**src/hdl/pimu_pkg.sv**
```systemverilog
// Shared types, constants and tables for the planar IMU dead-reckoning block.
`default_nettype none
package pimu_pkg;

  localparam int CordicSteps = 30;
  localparam int StepW       = 5;
  localparam int PcW         = 4;
  localparam logic [StepW-1:0] CordicLast = 5'(CordicSteps - 1);
  localparam logic [PcW-1:0]   LastPc0    = 4'd15;
  localparam logic [PcW-1:0]   LastPc1    = 4'd5;
  localparam logic signed [33:0] CordicGain = 34'sd652032874;

  typedef enum logic [3:0] {
    A_C, A_S, A_AWX, A_AWY, A_DVX, A_DVY, A_VELX, A_VELY, A_W
  } a_sel_e;

  typedef enum logic [2:0] {
    B_AX, B_AY, B_DT, B_C, B_S
  } b_sel_e;

  typedef enum logic [1:0] {
    ACC_NONE, ACC_LD, ACC_ADD, ACC_SUB
  } acc_op_e;

  typedef enum logic [3:0] {
    ST_NONE, ST_AWX, ST_AWY, ST_DVX, ST_DVY, ST_DPX17, ST_DPX16, ST_DPY17, ST_DPY16,
    ST_YAW, ST_PV, ST_FWD, ST_SIDE
  } st_e;

  typedef enum logic [2:0] {
    S_IDLE, S_CORDIC, S_SINCOS, S_PROG, S_OUT
  } state_e;

  typedef struct packed {
    logic    mul_en;
    a_sel_e  a;
    b_sel_e  b;
    acc_op_e acc;
    st_e     st;
  } uop_t;

  typedef struct packed {
    logic             capture;
    logic             load_fix;
    logic             clear;
    logic             cordic_init;
    logic             cordic_step;
    logic             cordic_done;
    logic [StepW-1:0] step;
    uop_t             uop;
    logic             out_load;
  } dp_cmd_t;

  function automatic logic [31:0] atan_tab(input logic [StepW-1:0] i);
    logic [31:0] r;
    case (i)
      5'd0:  r = 32'h20000000;
      5'd1:  r = 32'h12E4051E;
      5'd2:  r = 32'h09FB385B;
      5'd3:  r = 32'h051111D4;
      5'd4:  r = 32'h028B0D43;
      5'd5:  r = 32'h0145D7E1;
      5'd6:  r = 32'h00A2F61E;
      5'd7:  r = 32'h00517C55;
      5'd8:  r = 32'h0028BE53;
      5'd9:  r = 32'h00145F2F;
      5'd10: r = 32'h000A2F98;
      5'd11: r = 32'h000517CC;
      5'd12: r = 32'h00028BE6;
      5'd13: r = 32'h000145F3;
      5'd14: r = 32'h0000A2FA;
      5'd15: r = 32'h0000517D;
      5'd16: r = 32'h000028BE;
      5'd17: r = 32'h0000145F;
      5'd18: r = 32'h00000A30;
      5'd19: r = 32'h00000518;
      5'd20: r = 32'h0000028C;
      5'd21: r = 32'h00000146;
      5'd22: r = 32'h000000A3;
      5'd23: r = 32'h00000051;
      5'd24: r = 32'h00000029;
      5'd25: r = 32'h00000014;
      5'd26: r = 32'h0000000A;
      5'd27: r = 32'h00000005;
      5'd28: r = 32'h00000003;
      5'd29: r = 32'h00000001;
      default: r = 32'h00000000;
    endcase
    return r;
  endfunction

  function automatic logic [31:0] sat32(input logic signed [39:0] v);
    logic [31:0] r;
    if (v > 40'sd2147483647) r = 32'h7FFFFFFF;
    else if (v < -40'sd2147483648) r = 32'h80000000;
    else r = v[31:0];
    return r;
  endfunction

  function automatic uop_t mk(input logic m, input a_sel_e a, input b_sel_e b,
                              input acc_op_e c, input st_e s);
    uop_t u;
    u.mul_en = m;
    u.a      = a;
    u.b      = b;
    u.acc    = c;
    u.st     = s;
    return u;
  endfunction

  // phase 0: integrate with old heading; phase 1: body velocity with new heading
  function automatic uop_t ucode(input logic phase, input logic [PcW-1:0] pc);
    uop_t u;
    u = mk(1'b0, A_C, B_AX, ACC_NONE, ST_NONE);
    if (!phase) begin
      case (pc)
        4'd0:  u = mk(1'b1, A_C,    B_AX, ACC_NONE, ST_NONE);
        4'd1:  u = mk(1'b1, A_S,    B_AY, ACC_LD,   ST_NONE);
        4'd2:  u = mk(1'b1, A_S,    B_AX, ACC_SUB,  ST_NONE);
        4'd3:  u = mk(1'b1, A_C,    B_AY, ACC_LD,   ST_AWX);
        4'd4:  u = mk(1'b0, A_C,    B_AX, ACC_ADD,  ST_NONE);
        4'd5:  u = mk(1'b1, A_AWX,  B_DT, ACC_NONE, ST_AWY);
        4'd6:  u = mk(1'b1, A_AWY,  B_DT, ACC_LD,   ST_NONE);
        4'd7:  u = mk(1'b0, A_C,    B_AX, ACC_LD,   ST_DVX);
        4'd8:  u = mk(1'b1, A_DVX,  B_DT, ACC_NONE, ST_DVY);
        4'd9:  u = mk(1'b1, A_VELX, B_DT, ACC_LD,   ST_NONE);
        4'd10: u = mk(1'b1, A_DVY,  B_DT, ACC_LD,   ST_DPX17);
        4'd11: u = mk(1'b1, A_VELY, B_DT, ACC_LD,   ST_DPX16);
        4'd12: u = mk(1'b1, A_W,    B_DT, ACC_LD,   ST_DPY17);
        4'd13: u = mk(1'b0, A_C,    B_AX, ACC_LD,   ST_DPY16);
        4'd14: u = mk(1'b0, A_C,    B_AX, ACC_NONE, ST_YAW);
        4'd15: u = mk(1'b0, A_C,    B_AX, ACC_NONE, ST_PV);
        default: u = mk(1'b0, A_C, B_AX, ACC_NONE, ST_NONE);
      endcase
    end else begin
      case (pc)
        4'd0:  u = mk(1'b1, A_VELX, B_C,  ACC_NONE, ST_NONE);
        4'd1:  u = mk(1'b1, A_VELY, B_S,  ACC_LD,   ST_NONE);
        4'd2:  u = mk(1'b1, A_VELY, B_C,  ACC_ADD,  ST_NONE);
        4'd3:  u = mk(1'b1, A_VELX, B_S,  ACC_LD,   ST_FWD);
        4'd4:  u = mk(1'b0, A_C,    B_AX, ACC_SUB,  ST_NONE);
        4'd5:  u = mk(1'b0, A_C,    B_AX, ACC_NONE, ST_SIDE);
        default: u = mk(1'b0, A_C, B_AX, ACC_NONE, ST_NONE);
      endcase
    end
    return u;
  endfunction

endpackage
`default_nettype wire

```
**src/hdl/pimu_ctrl.sv**
```systemverilog
// Sequencer: handshakes, start-up flags, CORDIC counting and microprogram stepping.
`default_nettype none
module pimu_ctrl (
  input  wire                 clk_i,
  input  wire                 rst_ni,
  input  wire                 in_valid_i,
  input  wire                 in_command_i,
  output logic                in_ready_o,
  output logic                out_valid_o,
  input  wire                 out_ready_i,
  output pimu_pkg::dp_cmd_t   cmd_o
);
  pimu_pkg::state_e state_q, state_d;
  logic [pimu_pkg::StepW-1:0] cnt_q, cnt_d;
  logic [pimu_pkg::PcW-1:0]   pc_q, pc_d;
  logic phase_q, phase_d, first_q, first_d, ready_q, ready_d, oval_q, oval_d;
  logic acc;

  always_ff @(posedge clk_i or negedge rst_ni) begin
    if (!rst_ni) begin
      state_q <= pimu_pkg::S_IDLE;
      cnt_q   <= '0;
      pc_q    <= '0;
      phase_q <= 1'b0;
      first_q <= 1'b0;
      ready_q <= 1'b0;
      oval_q  <= 1'b0;
    end else begin
      state_q <= state_d;
      cnt_q   <= cnt_d;
      pc_q    <= pc_d;
      phase_q <= phase_d;
      first_q <= first_d;
      ready_q <= ready_d;
      oval_q  <= oval_d;
    end
  end

  assign in_ready_o  = (state_q == pimu_pkg::S_IDLE);
  assign out_valid_o = oval_q;
  assign acc         = in_valid_i && in_ready_o;

  always_comb begin
    state_d = state_q;
    cnt_d   = cnt_q;
    pc_d    = pc_q;
    phase_d = phase_q;
    first_d = first_q;
    ready_d = ready_q;
    oval_d  = oval_q && !out_ready_i;
    cmd_o   = '0;
    cmd_o.step = cnt_q;
    cmd_o.uop  = pimu_pkg::ucode(phase_q, pc_q);
    if (state_q != pimu_pkg::S_PROG) cmd_o.uop = pimu_pkg::ucode(1'b1, pimu_pkg::LastPc0);
    case (state_q)
      pimu_pkg::S_IDLE: begin
        if (acc) begin
          if (in_command_i) begin
            cmd_o.load_fix = 1'b1;
            ready_d = 1'b1;
          end else if (!first_q) begin
            cmd_o.clear = 1'b1;
            first_d = 1'b1;
          end else if (ready_q) begin
            cmd_o.capture     = 1'b1;
            cmd_o.cordic_init = 1'b1;
            cnt_d   = '0;
            phase_d = 1'b0;
            state_d = pimu_pkg::S_CORDIC;
          end
        end
      end
      pimu_pkg::S_CORDIC: begin
        cmd_o.cordic_step = 1'b1;
        cnt_d = cnt_q + 5'd1;
        if (cnt_q == pimu_pkg::CordicLast) state_d = pimu_pkg::S_SINCOS;
      end
      pimu_pkg::S_SINCOS: begin
        cmd_o.cordic_done = 1'b1;
        pc_d    = '0;
        state_d = pimu_pkg::S_PROG;
      end
      pimu_pkg::S_PROG: begin
        pc_d = pc_q + 4'd1;
        if (!phase_q && pc_q == pimu_pkg::LastPc0) begin
          cmd_o.cordic_init = 1'b1;
          cnt_d   = '0;
          phase_d = 1'b1;
          state_d = pimu_pkg::S_CORDIC;
        end else if (phase_q && pc_q == pimu_pkg::LastPc1) begin
          state_d = pimu_pkg::S_OUT;
        end
      end
      pimu_pkg::S_OUT: begin
        if (!oval_q || out_ready_i) begin
          cmd_o.out_load = 1'b1;
          oval_d  = 1'b1;
          state_d = pimu_pkg::S_IDLE;
        end
      end
      default: state_d = pimu_pkg::S_IDLE;
    endcase
  end
endmodule
`default_nettype wire

```
**config.mk**
```make
export PLATFORM = sky130hd
export DESIGN_NAME = pimu_ctrl
export DESIGN_NICKNAME = d
export VERILOG_FILES = /design/src/hdl/pimu_pkg.sv /design/src/hdl/pimu_ctrl.sv
export SDC_FILE = /design/constraint.sdc
export NUM_CORES = 1
export LEC_CHECK = 0
export BUFFER_PORTS_ARGS = -buffer_cell sky130_fd_sc_hd__buf_2
export CAP_MARGIN = 20
export CORE_ASPECT_RATIO = 0.7
export CORE_MARGIN = 2
export CORE_UTILIZATION = 45
export DETAILED_ROUTE_END_ITERATION = 10
export PLACE_DENSITY_LB_ADDON = 0.3
export SLEW_MARGIN = 20
export SYNTH_ARGS = -nofsm -noshare
export SYNTH_HDL_FRONTEND = slang
export SYNTH_SLANG_ARGS = --single-unit
```
**constraint.sdc**
```tcl
create_clock -name clk_i -period 4.6 [get_ports clk_i]
set_input_delay 0.46 -clock clk_i [delete_from_list [all_inputs] [get_ports clk_i]]
set_output_delay 0.46 -clock clk_i [all_outputs]
set_load 0.1 [all_outputs]
```
## Yosys cells after proc, flatten, opt, wreduce, memory -nomap -nowiden

Memories as Yosys holds them, arrays and structs flattened.
Cells that the tools add are included.

| word-level totals | value |
|---|---|
| register bits | 16 |
| memory bits (read-only) | 208 |
| bits of input ports | 5 |
| output and inout bits | 28 |
| logic and storage cells | 90 |
| memories | 1 |

Memories:

| name | words | width | read ports | clocked after memory_dff | wr ports | line | text |
|---|---|---|---|---|---|---|---|
| (name not given) | 16 | 13 | 1 | 0 | 0 | pimu_pkg.sv:116 | `case (pc)` |

| operators by class | value |
|---|---|
| $add $sub $neg | 2 |
| equal/unequal tests | 20 |
| multiplexer cells | 41 |
| bitwise logic cells | 1 |
| reductions and logical operators | 18 |

Operator list:

| kind | number |
|---|---|
| case mux 14 bit (6 select lines) | 1 |
| 2-to-1 mux 14 bit | 2 |
| 2-to-1 mux 3 bit | 9 |
| 2-to-1 mux 5 bit | 5 |
| 2-to-1 mux 1 bit | 17 |
| case mux 3 bit (5 select lines) | 1 |
| case mux 5 bit (3 select lines) | 1 |
| AND reduction 6 bit | 2 |
| == test 4 x 2 -> 1 bit, second input constant | 2 |
| == test 4 x 3 -> 1 bit, second input constant | 2 |
| inequality test 2 bit, second input constant | 4 |
| case mux 4 bit (2 select lines) | 1 |
| AND reduction 7 bit | 1 |
| == test 3 x 2 -> 1 bit, second input constant | 2 |
| inequality test 2 x 1 -> 1 bit, second input constant | 3 |
| AND reduction 3 bit | 2 |
| adder 5 x 1 -> 5 bit, second input constant | 1 |
| == test 5 bit, second input constant | 1 |
| adder 4 x 1 -> 4 bit, second input constant | 1 |
| == test 4 x 1 -> 1 bit, second input constant | 1 |
| == test 4 bit, second input constant | 1 |
| logical AND 1 bit | 4 |
| zero test 4 bit | 1 |
| 2-to-1 mux 4 bit | 1 |
| other kinds (12) | 16 |

## Logic depth before layout (Yosys ltp)

Gate-level depths: netlist of run 1.

| logic depth | value |
|---|---|
| word-level depth | 5 |
| gate-level depth with buffers | 7 |
| depth with buffers taken out | 6 |

## Least setup slack after synthesis of run 1

Ideal clock, no wire load.

| path | value |
|---|---|
| kind | flip-flop to output port |
| start point | register state_q[2] |
| end point | output port cmd_o[23] (netlist bit) |
| arrival | 4225 ps |
| required time | 4140 ps |
| path slack | -85 ps |
| cell stages (with the launch flop) | 5 |
| buffers on the path | 1 |
| cell sequence | dfrtp_1 > buf_2 > nor3_1 > nand3b_1 > nor2_1 |

RTL lines:

| item | line | text |
|---|---|---|
| start: declaration | pimu_ctrl.sv:13 | `pimu_pkg::state_e state_q, state_d;` |
| start signal: assignment | pimu_ctrl.sv:21 | `state_q <= pimu_pkg::S_IDLE;` |
| start signal: assignment | pimu_ctrl.sv:29 | `state_q <= state_d;` |
| end: declaration | pimu_ctrl.sv:11 | `output pimu_pkg::dp_cmd_t cmd_o` |

==> summary.md, run 1 <==
| Metric | Value |
|---|---|
| Initial DRC Count | `197` |
| WL per Instance | `13.6 um` |
| Fin. max-slew vios | `0` |
| Cts repair resizes | `0` |
| Fmax | `359 MHz` |
| Slew headroom | `0.599` |
| Max-cap viol count | `0` |
| Inserted Clock Buffers | `3` |
| Gate Count Post-Synth | `about 170` |
| Initial antenna violation count | `0` |
| CTS tree | `done` |
| Fillers | `between 200 and 300` |
| DRT antenna net count | `0` |
| Starting Density | `0.467` |
| Number of vias per cell | `around 5.7` |
| Crit path required time | `4.14 ns` |
| Share of the yosys chip area belonging to registers | `0.310` |
| First-pass GRT wire length | `about 5300 um` |
| Routed wire length | `roughly 3000 um` |
| Crit Path Max Fanout | `10` |
| Post-CTS Setup Inserts | `0` |
| GRT Total Usage | `0.205` |
| Core Footprint | `roughly 2800 um^2` |
| CTS max path bufs | `2` |
| Register bit total from synthesis | `16` |
| YS warnings | `0` |
| Final HPWL DP | `between 2000 and 2500 um` |
| Vias in the first global route | `between 1000 and 1500` |
| Synth unique cells | `44` |
| Setup Crit Path Kind | `reg2out` |
| Grt ovf | `0` |
| R2r setup slk | `2.81 ns` |
| Num rows | `16` |
| CTS Hold Bufs | `0` |
| Worst skew pair latency | `0.25 ns` |
| IO Pins | `33` |
| Die height | `around 50 um` |
| Hold Vio Cnt, Final | `0` |
| Reg2reg start | `pc_q[3]` |
| Async set-reset flop share out of synthesis | `1.00` |
| Syn Area/Cell | `7.78 um^2` |
| H-tree Lvls | `1` |
| Aggregate negative setup slack | `0 ns` |
| RSZ-0062 raised after global routing | `no` |
| Largest net degree at the start of global routing | `23` |
| Via Count | `~1300` |
| Die area | `roughly 3300 um^2` |
| Clk slew on worst S/H paths | `approximately 0.06 ns` |
| Post-route DRC violation count | `0` |
| Nets | `just over 200` |
| Root Driver | `clkbuf_8` |
| Final setup viols | `0` |
| HP Class | `in2async` |
| Final min period | `2.78 ns` |
| IO buf count | `32` |
| Status | `complete, no violations` |
| Crit path launch | `pc_q[0]` |
| Crit start category | `register` |
| 1st-pass router iterations | `7` |
| Tcrit/Tclk final | `0.605` |
| Syn Std Cell Area | `around 1300 um^2` |
| Post-synth EDFFs | `0` |
| Slew @ Worst Pin | `roughly 0.6 ns` |
| Gpl congestion | `between 0.8 and 0.9` |
| Die span in x | `68.0 um` |
| CP arrival | `roughly 2.3 ns` |
| Layout cells sized above 1 | `0.242` |
| Clk_skew | `~0.0052 ns` |
| N_diodes | `0` |
| Area Growth Syn to Fin | `15.3%` |
| Crit end category | `output pin` |
| Clock sink total | `16` |
| Primary FF master, synth | `dfrtp_1` |
| Total nets after synthesis | `177` |
[cell usage after synthesis (all sizes together), types with 2 or more instances]
library cell	count	area share
o2bb2ai	2	0.014
and3	2	0.0097
nand2	19	0.055
clkbuf	3	0.0087
a2bb2oi	2	0.014
nand3	8	0.031
a22o	3	0.020
ha	6	0.058
a31oi	3	0.019
nor3	6	0.027
nand3b	2	0.012
mux2	2	0.020
o22ai	3	0.015
o21ai	9	0.035
dfrtp	16	0.31
or3	2	0.0097
a211oi	2	0.012
xor2	2	0.014
o211ai	2	0.012
nand2b	7	0.034
nor2	21	0.065
nor4	2	0.0097
inv	6	0.017
buf	9	0.044
xnor2	2	0.014
a21oi	14	0.057
[sequential cells by signal (all words and copies together), names as in the netlist]
signal       flops
cnt_q            5
first_q          1
out_valid_o      1
pc_q             4
phase_q          1
ready_q          1
state_q          3
[layer usage]
metal,global-route usage,share of wire,vias up
met5,0,0,-
met4,0.0300,0,0
met3,0.0508,0.083,0
met2,0.283,0.44,59
met1,0.327,0.47,596
li1,-,-,631
[kinds of logic after synthesis]
logic type                 share of synthesized area
muxes                                         0.0281
buffers and inverters                         0.0736
and+or+nand+nor                                0.288
DFF                                            0.310
xor gates and xnor gates                      0.0271
AOI/OAI and AO/OA                              0.215
adders and majority gates                     0.0581
[path summary, 6_finish.rpt]
path	cells after the start	to
worst max-delay path	7	cmd_o[12]
worst min-delay path	1	out_valid_o
worst max register to register	4	cnt_q[0]
worst min register to register	1	ready_q
max in group asynchronous	1	pc_q[2]
min in group clk_i	1	ready_q
[final cells by class]
type | count | area, um^2 | share of cell area
clock buffer | 4 | 55.1 | 0.0370
inverter | 7 | 27.5 | 0.0185
multi-input combinational | 131 | 801 | 0.538
sequential | 16 | 400 | 0.269
tap | 36 | 45.0 | 0.0303
timing repair buffer | 32 | 160 | 0.108
[worst max-delay path, cell delays in order (launching register included)]
cell and delay [ns]:
dfrtp_1 0.48, inv_1 0.14, ha_1 0.28, nor2_2 0.07, a211o_1 0.31, mux2_4 0.27
nor2_2 0.07, buf_2 0.43
[layout by cell type (no fill, tap or decap), drive strengths merged, types with 3 or more instances in the layout]
cell,synthesis,final
buf,9,32
nor2,21,21
nand2,19,19
dfrtp,16,16
a21oi,14,14
o21ai,9,9
nand3,8,8
nand2b,7,7
inv,6,6
ha,6,6
nor3,6,6
clkbuf,3,4
a22o,3,3
o22ai,3,3
a31oi,3,3
[stage by stage]
| stage | worst slack (ns) | utilization | std cells | hold slack, ns | area [um^2] |
|---|---|---|---|---|---|
| floorplan | 0.329 | - | 166 | 0.164 | 1300 |
| global placement | 2.17 | 0.519 | 222 | 0.388 | 1430 |
| detailed placement | 2.09 | 0.519 | 222 | 0.392 | 1430 |
| CTS | 1.82 | 0.539 | 226 | 0.123 | 1490 |
| global route | 1.67 | 0.539 | 226 | 0.133 | 1490 |
| finish | 1.82 | 0.539 | 226 | 0.110 | 1490 |
Power of run 1 is not shown: default switching activity piles up to over one toggle a cycle in this logic, so the estimate is an artifact.
==> run 2, diff against run 1 <==
Settings changed: ABC_AREA set to 1.
Clock period 4.6 ns to 2.8 ns, I/O delays scaled along.
==> summary.md, run 2 <==
| Metric | Value |
|---|---|
| Post-route DRC violation count | `0` |
| Primary FF master, synth | `dfrtp_1` |
| Cts repair resizes | `0` |
| Total nets after synthesis | `219` |
| Clock sink total | `16` |
| CP arrival | `2.18 ns` |
| YS warnings | `0` |
| Hold Vio Cnt, Final | `0` |
| HP Class | `in2reg` |
| Syn Area/Cell | `~6.6 um^2` |
| Compound-cell area share of the yosys netlist | `0.157` |
| N_diodes | `0` |
| Crit path launch | `state_q[0]` |
| CTS Hold Bufs | `1` |
| CTS tree | `done` |
| Adder-cell share of the synthesized area | `0.0543` |
| Initial DRC Count | `slightly above 90` |
| Commonest non-fill, non-tap cell in the layout | `nand2_1` |
| Area contributors post-synth | `dfrtp_1, nand2_1, nand3_1` |
| Overall power | `~0.0018 W` |
| Final min period | `between 2 and 2.5 ns` |
| Synth unique cells | `29` |
| Fmax | `407 MHz` |
| Largest Register | `cnt_q` |
| Starting Density | `0.483` |
| Dpl ws | `around 0.66 ns` |
| Slew @ Worst Pin | `approximately 0.59 ns` |
| Seq pwr share | `0.215` |
| Area Growth Syn to Fin | `17.9%` |
| Share of the yosys chip area belonging to registers | `0.290` |
| Max reg flops | `5` |
| H-tree Lvls | `1` |
| Post-synth EDFFs | `0` |
| Final HPWL DP | `2560 um` |
| Simple-gate portion of the synthesized area | `0.379` |
| Slew headroom | `0.607` |
| Top cells by count, synth | `nand2_1, inv_1, nor2_1` |
| Final design utilization | `0.569` |
| Pwr per Cell Area | `around 1100 nW/um^2` |
| Max rail drop VDD | `0.657 mV` |
| Post-synthesis mux area share | `0` |
| IO Pins | `33` |
| Syn Std Cell Area | `1380 um^2` |
| Die height | `slightly above 50 um` |
| Routed wire length | `approximately 3300 um` |
| WL per Instance | `12.0 um` |
| Largest family of logic cells by synthesized area | `simple AND/OR/NAND/NOR gates` |
| Async set-reset flop share out of synthesis | `1.00` |
| Hold path start | `out_ready_i` |
| Post-CTS Setup Inserts | `0` |
| XOR/XNOR share of the synthesized area | `0.00633` |
| IO buf count | `32` |
| Most frequent cell after synthesis | `nand2_1` |
| 1st-pass router iterations | `4` |
| CTS max path bufs | `2` |
| Root Driver | `clkbuf_8` |
| Via Count | `approximately 1500` |
| Core Footprint | `~2900 um^2` |
| Grt ovf | `0` |
| Inserted Clock Buffers | `3` |
| Max-cap viol count | `0` |
| Initial antenna violation count | `0` |
| Setup WS post-layout | `~0.34 ns` |
| Number of vias per cell | `5.28` |
| Die span in x | `70.3 um` |
| Gpl congestion | `~0.9` |
| Tcrit/Tclk final | `0.878` |
| Sw Pwr | `around 0.0011 W` |
| Final setup viols | `0` |
| Aggregate negative setup slack | `0 ns` |
| Reg2reg start | `state_q[0]` |
| RSZ-0062 raised after global routing | `no` |
| Layout cells sized above 1 | `0.264` |
| Status | `complete, no violations` |
| Clock power frac | `0.115` |
| Setup Crit Path Kind | `reg2out` |
| Worst skew pair latency | `roughly 0.25 ns` |
| Leakage | `0.861 nW` |
| R2r setup slk | `~1.2 ns` |
| Yosys top cell area share | `0.290` |
| Gate Count Post-Synth | `approximately 210` |
| Yosys top cell by area | `dfrtp_1` |
| Largest net degree at the start of global routing | `17` |
| Nets | `251` |
| Regs by FF count | `cnt_q: 5 flops, pc_q: 4 flops, state_q: 3 flops` |
| DRT antenna net count | `0` |
| Hold Path Depth | `4` |
| Die area | `3540 um^2` |
| Critical R2R Capture | `cnt_q[3]` |
| Fin. max-slew vios | `0` |
| Sw frac | `0.632` |
| Vias in the first global route | `~1200` |
| Register bit total from synthesis | `16` |
| Pint | `0.000664 W` |
| GRT Total Usage | `0.197` |
| Crit end category | `output pin` |
| Num rows | `16` |
| Hold EP | `out_valid_o` |
| Clk slew on worst S/H paths | `roughly 0.060 ns` |
| First-pass GRT wire length | `between 5000 and 6000 um` |
| Crit Path Max Fanout | `11` |
| Crit start category | `register` |
| Combinational Power Share | `0.670` |
| Most frequent cells in the layout | `nand2_1, buf_2, inv_1` |
| Worst reg-to-reg path cell count | `6` |
| Clk_skew | `approximately 0.0019 ns` |
| Crit path required time | `around 2.5 ns` |
==> run 2: worst max-delay path by stage <==
stage / slack [ns] / depth (start not counted) / end
after CTS: 0.37 / 5 / cmd_o[10]
final: 0.34 / 5 / cmd_o[10]
after detailed placement: 0.66 / 5 / cmd_o[10]
after global placement: 0.72 / 5 / cmd_o[10]
after global routing: 0.24 / 5 / cmd_o[10]
after floorplan: 0.09 / 4 / cmd_o[3]
==> run 2: power groups by stage <==
stage	sequential, W	combinational [W]	clock (W)
after floorplan	0.000526	0.000883	0
after global placement	0.000386	0.00121	0
after detailed placement	0.000389	0.00120	0
after CTS	0.000385	0.00120	0.000214
after global routing	0.000399	0.00130	0.000226
final	0.000388	0.00121	0.000208
==> run 2: final cells by class <==
cell class	instances	area, um^2
clock buffers	4	55.1
fillers	285	1230
inverters	31	116
multi-input cells	155	843
flip-flops and latches	16	400
well taps	36	45.0
repair buffers	33	170
==> run 2: cells by family (layout without fill, tap and decap cells) <==
family                     Yosys count  count (layout)
xor gates and xnor gates             1               1
adders and majority gates            6               6
buffers and inverters               37              68
DFF                                 16              16
and+or+nand+nor                    111             111
AOI/OAI and AO/OA                   37              37
==> run 2: worst max-delay path, stage by stage, from the launching register on <==
cell,delay (ns)
dfrtp_1,0.50
nand3_2,0.34
inv_2,0.28
o21ai_0,0.14
o31ai_2,0.20
buf_2,0.46
==> run 2: stage by stage <==
stage	cells	hold slack [ns]	area [um^2]
5_1_grt	275	0.312	1630
3_5_place_dp	270	0.214	1570
4_1_cts	275	0.287	1630
3_3_place_gp	270	0.214	1570
2_1_floorplan	208	-0.0156	1400
6_report	275	0.284	1630
==> run 2: routing by layer <==
| layer | vias up | track usage | share of wire | wire (um) |
|---|---|---|---|---|
| met5 | - | 0 | 0 | 0 |
| met4 | 0 | 0.0288 | 0 | 0 |
| met3 | 0 | 0.0582 | 0.089 | 294 |
| met2 | 73 | 0.266 | 0.38 | 1250 |
| met1 | 641 | 0.311 | 0.53 | 1770 |
| li1 | 739 | - | - | - |
Note: power is estimated with default switching activity, not from simulation.
